==> config.mk <==
export PLATFORM = sky130hd
export DESIGN_NAME = motion_centroid_roi
export DESIGN_NICKNAME = d
export VERILOG_FILES = /design/src/design/mcr_pkg.sv /design/src/design/mcr_div.sv /design/src/design/motion_centroid_roi.sv
export SDC_FILE = /design/constraint.sdc
export NUM_CORES = 1
export LEC_CHECK = 0
export BUFFER_PORTS_ARGS = -buffer_cell sky130_fd_sc_hd__buf_2
export CAP_MARGIN = 20
export CORE_AREA = 4 4 252 377
export DETAILED_ROUTE_END_ITERATION = 7
export DIE_AREA = 0 0 256 381
export HOLD_SLACK_MARGIN = 0.15
export PLACE_DENSITY_LB_ADDON = 0.1
export RECOVER_POWER = 25
export SLEW_MARGIN = 0
export SYNTH_ARGS = -nofsm -noshare
export SYNTH_HDL_FRONTEND = slang
export SYNTH_HIERARCHICAL = 1
export SYNTH_SLANG_ARGS = --single-unit
export TNS_END_PERCENT = 20
==> constraint.sdc <==
create_clock -name aclk -period 11.4 [get_ports aclk]
set_input_delay 1.71 -clock aclk [delete_from_list [all_inputs] [get_ports aclk]]
set_output_delay 1.71 -clock aclk [all_outputs]
set_load 0.02 [all_outputs]
==> src/design/mcr_pkg.sv <==
package mcr_pkg;

    localparam int PIX_W     = 8;
    localparam int COORD_W   = 10;
    localparam int SUM_W     = 30;
    localparam int CNT_W     = 21;
    localparam int POS_W     = 11;
    localparam int SIZE_W    = 12;
    localparam int THR_W     = 8;
    localparam int HALF_W    = 9;
    localparam int DIM_W     = 11;
    localparam int CFG_W     = 11;
    localparam int CFG_IDX_W = 2;

    localparam int MAX_WIDTH_DEF  = 1024;
    localparam int MAX_HEIGHT_DEF = 1024;

    localparam logic [THR_W-1:0]  THR_RESET    = THR_W'(50);
    localparam logic [HALF_W-1:0] HALF_RESET   = HALF_W'(30);
    localparam logic [DIM_W-1:0]  WIDTH_RESET  = DIM_W'(640);
    localparam logic [DIM_W-1:0]  HEIGHT_RESET = DIM_W'(480);

    typedef enum logic [CFG_IDX_W-1:0] {
        CFG_THRESHOLD = 2'd0,
        CFG_HALF_SIZE = 2'd1,
        CFG_WIDTH     = 2'd2,
        CFG_HEIGHT    = 2'd3
    } cfg_idx_t;

endpackage

==> src/design/mcr_div.sv <==
module mcr_div (
    input  logic                        aclk,
    input  logic                        aresetn,
    input  logic                        start,
    input  logic [mcr_pkg::SUM_W-1:0]   dividend,
    input  logic [mcr_pkg::CNT_W-1:0]   divisor,
    output logic                        done,
    output logic [mcr_pkg::COORD_W-1:0] quotient
);
    import mcr_pkg::*;

    // quotient is known to fit in COORD_W bits, so only COORD_W restoring steps
    localparam int DEN_W  = CNT_W + COORD_W - 1;
    localparam int CMP_W  = (DEN_W > SUM_W) ? DEN_W : SUM_W;
    localparam int STEP_W = $clog2(COORD_W);

    logic [CMP_W-1:0]   rem_reg, rem_next;
    logic [CMP_W-1:0]   den_reg, den_next;
    logic [COORD_W-1:0] q_reg, q_next;
    logic [STEP_W-1:0]  step_reg, step_next;
    logic               busy_reg, busy_next;
    logic               done_reg, done_next;
    logic               fits;

    assign fits = (rem_reg >= den_reg);

    always_comb begin
        rem_next  = rem_reg;
        den_next  = den_reg;
        q_next    = q_reg;
        step_next = step_reg;
        busy_next = busy_reg;
        done_next = 1'b0;
        if (start) begin
            rem_next  = CMP_W'(dividend);
            den_next  = CMP_W'({divisor, {(COORD_W-1){1'b0}}});
            step_next = STEP_W'(COORD_W - 1);
            busy_next = 1'b1;
        end else if (busy_reg) begin
            if (fits) begin
                rem_next = rem_reg - den_reg;
            end
            q_next   = {q_reg[COORD_W-2:0], fits};
            den_next = den_reg >> 1;
            if (step_reg == '0) begin
                busy_next = 1'b0;
                done_next = 1'b1;
            end else begin
                step_next = step_reg - STEP_W'(1);
            end
        end
    end

    always_ff @(posedge aclk) begin
        if (!aresetn) begin
            busy_reg <= 1'b0;
            done_reg <= 1'b0;
        end else begin
            busy_reg <= busy_next;
            done_reg <= done_next;
        end
    end

    always_ff @(posedge aclk) begin
        rem_reg  <= rem_next;
        den_reg  <= den_next;
        q_reg    <= q_next;
        step_reg <= step_next;
    end

    assign done     = done_reg;
    assign quotient = q_reg;

endmodule

==> src/design/motion_centroid_roi.sv <==
// Motion centroid with region of interest. One pixel word is taken per clock while
// the block is idle; moving pixels (|cur - prev| > threshold) add their column and row
// to saturating sums. The frame_end word closes the frame: s_ready then drops while
// one shared 10-step restoring divider forms the x and then the y centroid and two
// more steps clip the region; with no moving pixels the divider is skipped. The
// result waits in an output register, so pixels of the next frame are taken while
// it is unread; s_ready stays low longer only if a new result is ready before the
// previous one was taken.
module motion_centroid_roi #(
    parameter int MAX_WIDTH  = mcr_pkg::MAX_WIDTH_DEF,
    parameter int MAX_HEIGHT = mcr_pkg::MAX_HEIGHT_DEF
) (
    input  logic                              aclk,
    input  logic                              aresetn,
    input  logic                              cfg_valid,
    output logic                              cfg_ready,
    input  logic [mcr_pkg::CFG_IDX_W-1:0]     cfg_index,
    input  logic [mcr_pkg::CFG_W-1:0]         cfg_data,
    input  logic                              s_valid,
    output logic                              s_ready,
    input  logic [mcr_pkg::PIX_W-1:0]         s_cur_pixel,
    input  logic [mcr_pkg::PIX_W-1:0]         s_prev_pixel,
    input  logic [mcr_pkg::COORD_W-1:0]       s_col,
    input  logic [mcr_pkg::COORD_W-1:0]       s_row,
    input  logic                              s_frame_end,
    output logic                              m_valid,
    input  logic                              m_ready,
    output logic signed [mcr_pkg::POS_W-1:0]  m_center_x,
    output logic signed [mcr_pkg::POS_W-1:0]  m_center_y,
    output logic [mcr_pkg::SUM_W-1:0]         m_total_x,
    output logic [mcr_pkg::SUM_W-1:0]         m_total_y,
    output logic [mcr_pkg::CNT_W-1:0]         m_moving_count,
    output logic signed [mcr_pkg::POS_W-1:0]  m_roi_left,
    output logic signed [mcr_pkg::POS_W-1:0]  m_roi_top,
    output logic signed [mcr_pkg::SIZE_W-1:0] m_roi_width,
    output logic signed [mcr_pkg::SIZE_W-1:0] m_roi_height
);
    import mcr_pkg::*;

    typedef enum logic [5:0] {
        S_IDLE   = 6'b000001,
        S_LOADX  = 6'b000010,
        S_DIVX   = 6'b000100,
        S_DIVY   = 6'b001000,
        S_CORNER = 6'b010000,
        S_SIZE   = 6'b100000
    } state_t;

    localparam int EXT_W = DIM_W + 2;

    state_t state_reg, state_next;
    logic   send_reg, send_next;

    logic [THR_W-1:0]  thr_reg;
    logic [HALF_W-1:0] half_reg;
    logic [DIM_W-1:0]  fw_reg, fh_reg;

    logic [SUM_W-1:0] acc_x_reg, acc_x_next, acc_y_reg, acc_y_next;
    logic [CNT_W-1:0] acc_cnt_reg, acc_cnt_next;

    logic [SUM_W-1:0] sum_x_reg, sum_x_next, sum_y_reg, sum_y_next;
    logic [CNT_W-1:0] cnt_reg, cnt_next;

    logic signed [POS_W-1:0]  cx_reg, cx_next, cy_reg, cy_next;
    logic signed [POS_W-1:0]  left_reg, left_next, top_reg, top_next;
    logic [DIM_W-1:0]         cols_reg, cols_next, rows_reg, rows_next;
    logic signed [SIZE_W-1:0] w_reg, w_next, h_reg, h_next;
    logic                     roi_ok_reg, roi_ok_next;

    logic                     m_valid_reg, m_valid_next;
    logic signed [POS_W-1:0]  m_cx_reg, m_cy_reg, m_left_reg, m_top_reg;
    logic signed [SIZE_W-1:0] m_w_reg, m_h_reg;
    logic [SUM_W-1:0]         m_tx_reg, m_ty_reg;
    logic [CNT_W-1:0]         m_cnt_reg;
    logic                     out_load;

    logic               pix_acc, moving;
    logic [PIX_W-1:0]   diff;
    logic [SUM_W:0]     x_sum, y_sum;
    logic [SUM_W-1:0]   x_sat, y_sat;
    logic [CNT_W-1:0]   cnt_sat;

    logic               div_start, div_done;
    logic [SUM_W-1:0]   div_dividend;
    logic [COORD_W-1:0] div_q;

    logic signed [POS_W:0] left_raw, top_raw;
    logic [HALF_W:0]       span;
    logic [EXT_W-1:0]      end_x, end_y, fit_w, fit_h;

    assign cfg_ready = 1'b1;
    assign s_ready   = (state_reg == S_IDLE) && !send_reg;
    assign pix_acc   = s_valid && s_ready;

    always_ff @(posedge aclk) begin
        if (!aresetn) begin
            thr_reg  <= THR_RESET;
            half_reg <= HALF_RESET;
            fw_reg   <= WIDTH_RESET;
            fh_reg   <= HEIGHT_RESET;
        end else if (cfg_valid) begin
            unique case (cfg_idx_t'(cfg_index))
                CFG_THRESHOLD: thr_reg  <= cfg_data[THR_W-1:0];
                CFG_HALF_SIZE: half_reg <= cfg_data[HALF_W-1:0];
                CFG_WIDTH:     fw_reg   <= cfg_data[DIM_W-1:0];
                CFG_HEIGHT:    fh_reg   <= cfg_data[DIM_W-1:0];
            endcase
        end
    end

    // pixel accumulation, saturating at all ones
    assign diff    = (s_cur_pixel >= s_prev_pixel) ? (s_cur_pixel - s_prev_pixel)
                                                   : (s_prev_pixel - s_cur_pixel);
    assign moving  = (diff > thr_reg);
    assign x_sum   = (SUM_W+1)'(acc_x_reg) + (SUM_W+1)'(s_col);
    assign y_sum   = (SUM_W+1)'(acc_y_reg) + (SUM_W+1)'(s_row);
    assign x_sat   = x_sum[SUM_W] ? {SUM_W{1'b1}} : x_sum[SUM_W-1:0];
    assign y_sat   = y_sum[SUM_W] ? {SUM_W{1'b1}} : y_sum[SUM_W-1:0];
    assign cnt_sat = (&acc_cnt_reg) ? acc_cnt_reg : acc_cnt_reg + CNT_W'(1);

    assign div_start    = ((state_reg == S_LOADX) && (cnt_reg != '0)) ||
                          ((state_reg == S_DIVX) && div_done);
    assign div_dividend = (state_reg == S_LOADX) ? sum_x_reg : sum_y_reg;

    mcr_div u_div (
        .aclk     (aclk),
        .aresetn  (aresetn),
        .start    (div_start),
        .dividend (div_dividend),
        .divisor  (cnt_reg),
        .done     (div_done),
        .quotient (div_q)
    );

    assign left_raw = $signed({cx_reg[POS_W-1], cx_reg}) - $signed({3'b000, half_reg});
    assign top_raw  = $signed({cy_reg[POS_W-1], cy_reg}) - $signed({3'b000, half_reg});
    assign span     = {half_reg, 1'b0};
    // corner is non-negative here, so plain unsigned math; wrap gives two's complement
    assign end_x    = EXT_W'(left_reg) + EXT_W'(span);
    assign end_y    = EXT_W'(top_reg) + EXT_W'(span);
    assign fit_w    = EXT_W'(cols_reg) - EXT_W'(left_reg);
    assign fit_h    = EXT_W'(rows_reg) - EXT_W'(top_reg);

    always_comb begin
        state_next   = state_reg;
        send_next    = send_reg;
        acc_x_next   = acc_x_reg;
        acc_y_next   = acc_y_reg;
        acc_cnt_next = acc_cnt_reg;
        sum_x_next   = sum_x_reg;
        sum_y_next   = sum_y_reg;
        cnt_next     = cnt_reg;
        cx_next      = cx_reg;
        cy_next      = cy_reg;
        left_next    = left_reg;
        top_next     = top_reg;
        cols_next    = cols_reg;
        rows_next    = rows_reg;
        w_next       = w_reg;
        h_next       = h_reg;
        roi_ok_next  = roi_ok_reg;
        out_load     = 1'b0;

        if (pix_acc) begin
            if (moving) begin
                acc_x_next   = x_sat;
                acc_y_next   = y_sat;
                acc_cnt_next = cnt_sat;
            end
            if (s_frame_end) begin
                sum_x_next   = acc_x_next;
                sum_y_next   = acc_y_next;
                cnt_next     = acc_cnt_next;
                acc_x_next   = '0;
                acc_y_next   = '0;
                acc_cnt_next = '0;
            end
        end

        unique case (state_reg)
            S_IDLE: begin
                if (pix_acc && s_frame_end) begin
                    state_next = S_LOADX;
                end
            end
            S_LOADX: begin
                if (cnt_reg == '0) begin
                    cx_next    = '1;
                    cy_next    = '1;
                    state_next = S_CORNER;
                end else begin
                    state_next = S_DIVX;
                end
            end
            S_DIVX: begin
                if (div_done) begin
                    cx_next    = POS_W'(div_q);
                    state_next = S_DIVY;
                end
            end
            S_DIVY: begin
                if (div_done) begin
                    cy_next    = POS_W'(div_q);
                    state_next = S_CORNER;
                end
            end
            S_CORNER: begin
                roi_ok_next = !cx_reg[POS_W-1] && (cx_reg != '0);
                left_next   = left_raw[POS_W] ? '0 : left_raw[POS_W-1:0];
                top_next    = top_raw[POS_W]  ? '0 : top_raw[POS_W-1:0];
                cols_next   = (int'(fw_reg) > MAX_WIDTH)  ? DIM_W'(MAX_WIDTH)  : fw_reg;
                rows_next   = (int'(fh_reg) > MAX_HEIGHT) ? DIM_W'(MAX_HEIGHT) : fh_reg;
                state_next  = S_SIZE;
            end
            S_SIZE: begin
                if (roi_ok_reg) begin
                    w_next = (end_x > EXT_W'(cols_reg)) ? fit_w[SIZE_W-1:0] : SIZE_W'(span);
                    h_next = (end_y > EXT_W'(rows_reg)) ? fit_h[SIZE_W-1:0] : SIZE_W'(span);
                end else begin
                    left_next = '1;
                    top_next  = '1;
                    w_next    = '1;
                    h_next    = '1;
                end
                send_next  = 1'b1;
                state_next = S_IDLE;
            end
            default: begin
                state_next = S_IDLE;
            end
        endcase

        // pending result word waits for the output register
        if (send_reg) begin
            if (!m_valid_reg || m_ready) begin
                out_load  = 1'b1;
                send_next = 1'b0;
            end else begin
                state_next = state_reg;
            end
        end
    end

    // s_ready is held low in S_IDLE while a result word waits: a waiting word blocks
    // only while state is IDLE, so the ready side is gated by send_reg too
    assign m_valid_next = out_load || (m_valid_reg && !m_ready);

    always_ff @(posedge aclk) begin
        if (!aresetn) begin
            state_reg   <= S_IDLE;
            send_reg    <= 1'b0;
            m_valid_reg <= 1'b0;
            acc_x_reg   <= '0;
            acc_y_reg   <= '0;
            acc_cnt_reg <= '0;
        end else begin
            state_reg   <= state_next;
            send_reg    <= send_next;
            m_valid_reg <= m_valid_next;
            acc_x_reg   <= acc_x_next;
            acc_y_reg   <= acc_y_next;
            acc_cnt_reg <= acc_cnt_next;
        end
    end

    always_ff @(posedge aclk) begin
        sum_x_reg  <= sum_x_next;
        sum_y_reg  <= sum_y_next;
        cnt_reg    <= cnt_next;
        cx_reg     <= cx_next;
        cy_reg     <= cy_next;
        left_reg   <= left_next;
        top_reg    <= top_next;
        cols_reg   <= cols_next;
        rows_reg   <= rows_next;
        w_reg      <= w_next;
        h_reg      <= h_next;
        roi_ok_reg <= roi_ok_next;
        if (out_load) begin
            m_cx_reg   <= cx_reg;
            m_cy_reg   <= cy_reg;
            m_tx_reg   <= sum_x_reg;
            m_ty_reg   <= sum_y_reg;
            m_cnt_reg  <= cnt_reg;
            m_left_reg <= left_next;
            m_top_reg  <= top_next;
            m_w_reg    <= w_next;
            m_h_reg    <= h_next;
        end
    end

    assign m_valid        = m_valid_reg;
    assign m_center_x     = m_cx_reg;
    assign m_center_y     = m_cy_reg;
    assign m_total_x      = m_tx_reg;
    assign m_total_y      = m_ty_reg;
    assign m_moving_count = m_cnt_reg;
    assign m_roi_left     = m_left_reg;
    assign m_roi_top      = m_top_reg;
    assign m_roi_width    = m_w_reg;
    assign m_roi_height   = m_h_reg;

endmodule

* Word level (Yosys, flattened, before mapping) *
Index checks and enable logic that the tools add are counted.

storage, ports and cells
  memories kept = 0
  ROM bits = 0
  memory bits (writable) = 0
  input port bits = 55
  output and inout port bits = 152
  latch bits = 0
  register bits after elaboration = 525

operators by class
  $add $sub $neg = 13
  multipliers = 0
  divide/modulo/power cells = 0
  magnitude comparators = 7
  bitwise logic cells = 4
  muxes and demuxes = 48
  reduce and logical (&&, ||, !) cells = 35
  eq/ne operators = 13
  shift-type cells = 0

operator list
  cell                     count
  $mux W30                 12
  $pmux W11 S2             4
  $mux W12                 6
  $mux W11                 6
  $mux W21                 3
  $add A30 B10 Y31         2
  $ge A30 B30 Y1           1
  $mux W6                  5
  $pmux W6 S5              1
  $sub A30 B30 Y30         1
  $gt A13 B11 Y1           2
  $add A11 B11 Y12         2
  $sub A11 B10 Y12         2
  $sub A12 B11 Y12         2
  $gt A11 B11 Y1 const B   2
  $add A21 B1 Y21 const B  1
  $logic_not A21 Y1        1
  $reduce_and A21 Y1       1
  $reduce_bool A21 Y1      1
  $reduce_and A2 Y1        8
  $sub A8 B8 Y8            2
  $reduce_bool A11 Y1      1
  $mux W1                  9
  $ge A8 B8 Y1             1
  other kinds (22)         44

* Depth between registers and ports, before layout *
  word-level depth = 8
  depth in mapped cells = 23
  depth with buffers taken out = 21

* Modules after synthesis *
Netlist, hierarchy kept.

by module, submodules not included
  module               sequential area each (um^2)  instances  area an instance (um^2)  cells an instance
  motion_centroid_roi  11741.3                      1          22365.2                  2076
  mcr_div              2132.0                       1          4872.2                   536

* Least setup slack after synthesis *
No wires, ideal clock.

  path type = in2reg
  start = input port m_ready
  end = register m_cx_reg[0] (netlist: m_center_x[0]) (enable)
  stages = 2
  library setup time = 0.660 ns
  data arrival time = 7.999 ns
  data required time = 10.740 ns
  buffers on the path = 0
  path slack = 2.742 ns
  path through = nor2b_1 nor2_1

between the ends
  word-level cells in the longest chain between the ends = 3

ends and longest elaborated chain
  element                 RTL line                    source
  start: declaration      motion_centroid_roi.sv:27   input logic m_ready,
  $logic_or A1 B1 Y1      motion_centroid_roi.sv:235  if (!m_valid_reg || m_ready) begin
  $mux W1                 motion_centroid_roi.sv:235
  $mux W1                 motion_centroid_roi.sv:234  if (send_reg) begin
  net out_load            motion_centroid_roi.sv:75   logic out_load;
  end signal: assignment  motion_centroid_roi.sv:280  m_cx_reg <= cx_reg;
  end: declaration        motion_centroid_roi.sv:71   logic signed [POS_W-1:0] m_cx_reg, m_cy_reg, m_left_reg, m_top_reg;

The timed path passes the listed nets, and every way through them passes these cells.
A chain may end at the register's enable or synchronous reset.

* Worst setup path in the final report *
  start = register state_reg[2]
  end = register u_div.rem_reg[1] (enable)

between the ends
  word-level cells in the longest chain between the ends = 5
  elaborated cells on any way between the ends = 8
  those cells by class = eq/ne: 2; reduce/logical: 6

ends and longest elaborated chain
  element                                       RTL line                                                source
  start: declaration                            motion_centroid_roi.sv:51                               state_t state_reg, state_next;
  start signal: assignment                      motion_centroid_roi.sv:257                              state_reg <= state_next;
  $eq A6 B2 Y1 or $eq A6 B3 Y1 (tied branches)  motion_centroid_roi.sv:121, motion_centroid_roi.sv:122
  $logic_and A1 B1 Y1 (on tied branches)        motion_centroid_roi.sv:121, motion_centroid_roi.sv:122
  $logic_or A1 B1 Y1 (*)                        motion_centroid_roi.sv:121                              assign div_start = ((state_reg == S_LOADX) && (cnt_reg != '0)) ||
  net div_start                                 motion_centroid_roi.sv:83                               logic div_start, div_done;
  $reduce_bool A2 Y1 (no source line)           --
  $reduce_and A2 Y1 (no source line) (*)        --
  end signal: assignment                        mcr_div.sv:65                                           rem_reg <= rem_next;
  end: declaration                              mcr_div.sv:17                                           logic [CMP_W-1:0] rem_reg, rem_next;

The timed path passes the listed nets; every way through them passes the cells marked *.

==> flow_summary.json <==
{
  "synth.top_cells.by_area": "edfxtp_1 37%, dfxtp_1 14%, ha_1 7.1%",
  "cts_buffers": 57,
  "antenna_found_initial": 1,
  "drtIter0Drc": 1082,
  "io_buffers": 205,
  "period_share_pct": 62.16,
  "cts-resized-gates": 0,
  "finalPower_mw": 5.635,
  "peakVddDrop_v": 0.0001076,
  "async_flop_share_pct": 0,
  "synth_seq_area_share_pct": 50.93,
  "crit_buf_inv": 3,
  "tightest_slew_ps": 2820,
  "hold_end": "m_total_x[9]",
  "ys_ff_latch": 525,
  "cts_root_buf": "clkbuf_16",
  "layout_commonest_cell": "edfxtp_1",
  "crit_chain": "or4_1, or3b_2, clkbuf_1, o22ai_1, clkinv_1, and3_1, a22oi_2, buf_4",
  "clkSinkCount": 525,
  "instances_no_fill": 4009,
  "start_util_pct": 29.75,
  "critPathMaxFanout": 33,
  "wl_per_cell_um": 21.84,
  "nNetsFinal": 3008,
  "drc_errors": 0,
  "cp_num_cells": 8,
  "end_kind": "register",
  "ant_nets": 0,
  "max_clock_freq_mhz": 141.1,
  "run_status": "complete, but fails checks",
  "violations": "capacitance limit, slew limit",
  "rows": 136,
  "routabilityCongestion": 0.8601,
  "r2r_cells": 8,
  "wl_mm": 87.57,
  "drv_slew": 173,
  "yosysTopAreaCell": "edfxtp_1",
  "drive_above_1_share_pct": 14.43,
  "syn-num-nets": 2833,
  "max-clock-path-buffers": 3,
  "die_y_um": 381,
  "clock_latency_ps": 640,
  "crit_family": "buffers and inverters",
  "r2r_end": "u_div/rem_reg[1]",
  "ff2ff_setup_slack_ps": 4310,
  "first_pass_iters": 5,
  "io_pins": 207,
  "min_from": "sum_x_reg[9]",
  "post_cts_buffers": 0,
  "hold_viol": 0,
  "cts_tree": "yes",
  "grt_max_degree": 86,
  "synth-edff-count": 336,
  "rsz0062_at_grt": "no",
  "yosysWarnings": 6,
  "avgSynthCellArea_um2": 10.43,
  "fp.dieW_um": 256,
  "area_growth_pct": 15.43,
  "fin_tns_setup_ps": 0,
  "cp_slowest_stage_delay_ps": 1860,
  "grt_pass1_vias": 20790,
  "core_um2": 91550,
  "post-dp-hpwl_mm": 65.83,
  "slew_headroom_pct": -88.69,
  "r2r-start": "state_reg[2]",
  "gr-total-overflow": 0,
  "netlist_instances": 2612,
  "p_per_area_nw_per_um2": 179.2,
  "crit_required_ps": 11650,
  "crit_slowest_cell": "o22ai_1",
  "power.leakage_nw": 12.10,
  "crit_type": "reg -> reg",
  "cp_data_arrival_time_ps": 7340,
  "final_cell_mix": "336 x edfxtp_1, 274 x nand2_1, 198 x buf_2",
  "fin_crit_ps": 7086,
  "cts_hold_buf": 0,
  "grt_use_total_pct": 17.39,
  "die_area_um2": 97540,
  "vias_per_cell": 5.107,
  "fin_skew_ps": 26.42,
  "synth_ff_type": "edfxtp_1",
  "syn-cell-area_um2": 27240,
  "htree_levels": 2,
  "yosys.cell_types.count": 95,
  "holdPathStages": 0,
  "synth_top_area_share_pct": 37.04,
  "path_clk_slew_ps": 60,
  "grt_first_pass_wirelength_mm": 130.4,
  "start_kind": "register",
  "drv_cap": 5,
  "vias": 20470,
  "min_path_type": "reg -> reg",
  "dp_cells": 3899,
  "setup_viol": 0
}
[cells in the mapped netlist, drive strengths merged (20+ instances only)]
cell type	n
a21boi	39
a21o	47
or2	32
xor2	41
a21oi	143
ha	155
dfxtp	189
xnor2	82
nor2b	62
inv	159
buf	25
and2	20
nor3	42
clkbuf	90
nor4	20
o21a	33
mux2	42
a31oi	49
mux2i	37
edfxtp	336
o21ai	155
nand4	29
and3	26
nand3	53
nand2	275
nor2	154
[layer usage]
metal	share of wire, %	wire length (µm)	track usage (%)	vias to the layer above
met5	0	0	0	-
met4	4.6	4018	7.226	0
met3	3.7	3249	2.221	148
met2	53	46120	33.03	503
met1	39	34180	19.46	9930
li1	-	-	-	9893
[power by group]
group / leakage, nW / internal, mW / switching, mW
clock network: 0.953 / 1.14 / 0.826
logic: 6.51 / 0.492 / 0.768
registers: 4.64 / 2.25 / 0.163
total: 12.1 / 3.88 / 1.76
[cell families (layout without fill, tap and decap cells)]
kind of cell             after synthesis  after routing  share of synthesized area [%]
multiplexers                          79             79                          3.096
other                                  1              2                        0.01377
AO/OA/AOI/OAI                        654            654                          15.98
XOR/XNOR                             123            123                          3.955
buffers and inverters                275            498                          3.882
adder cells (fa/ha/maj)              166            166                          7.929
flip-flops                           525            525                          50.93
AND/OR/NAND/NOR                      789            789                          14.21
[worst max path at each step]
stage | endpoint | startpoint | slack (ps)
floorplan | m_center_x[0] | m_ready | 2740
global placement | acc_cnt_reg[13] | s_cur_pixel[0] | 4400
detailed placement | acc_cnt_reg[13] | s_cur_pixel[0] | 4340
CTS | acc_cnt_reg[13] | s_cur_pixel[0] | 5040
global route | u_div/rem_reg[1] | state_reg[2] | 3750
finish | u_div/rem_reg[1] | state_reg[2] | 4310
[metrics by stage]
stage	hold slack [ps]	worst slack (ps)	instance area, µm²	util, %
2_1_floorplan	418.7	2742	27240	-
3_3_place_gp	432.1	4400	29480	32.21
3_5_place_dp	432.8	4342	29490	32.22
4_1_cts	456.1	5035	31470	34.38
5_1_grt	462.6	3749	31440	34.34
6_report	453.2	4314	31440	34.34
[layout make-up]
cell class	instances	area, µm²
sequential	525	13870
multi-input combinational	1812	12320
clock buffer	76	1620
inverter	160	601.8
antenna	1	2.502
timing repair buffer	231	1196
fill	9214	60110
clock inverter	31	355.3
tap	1173	1468
Note: power is estimated with default switching activity, not from simulation.
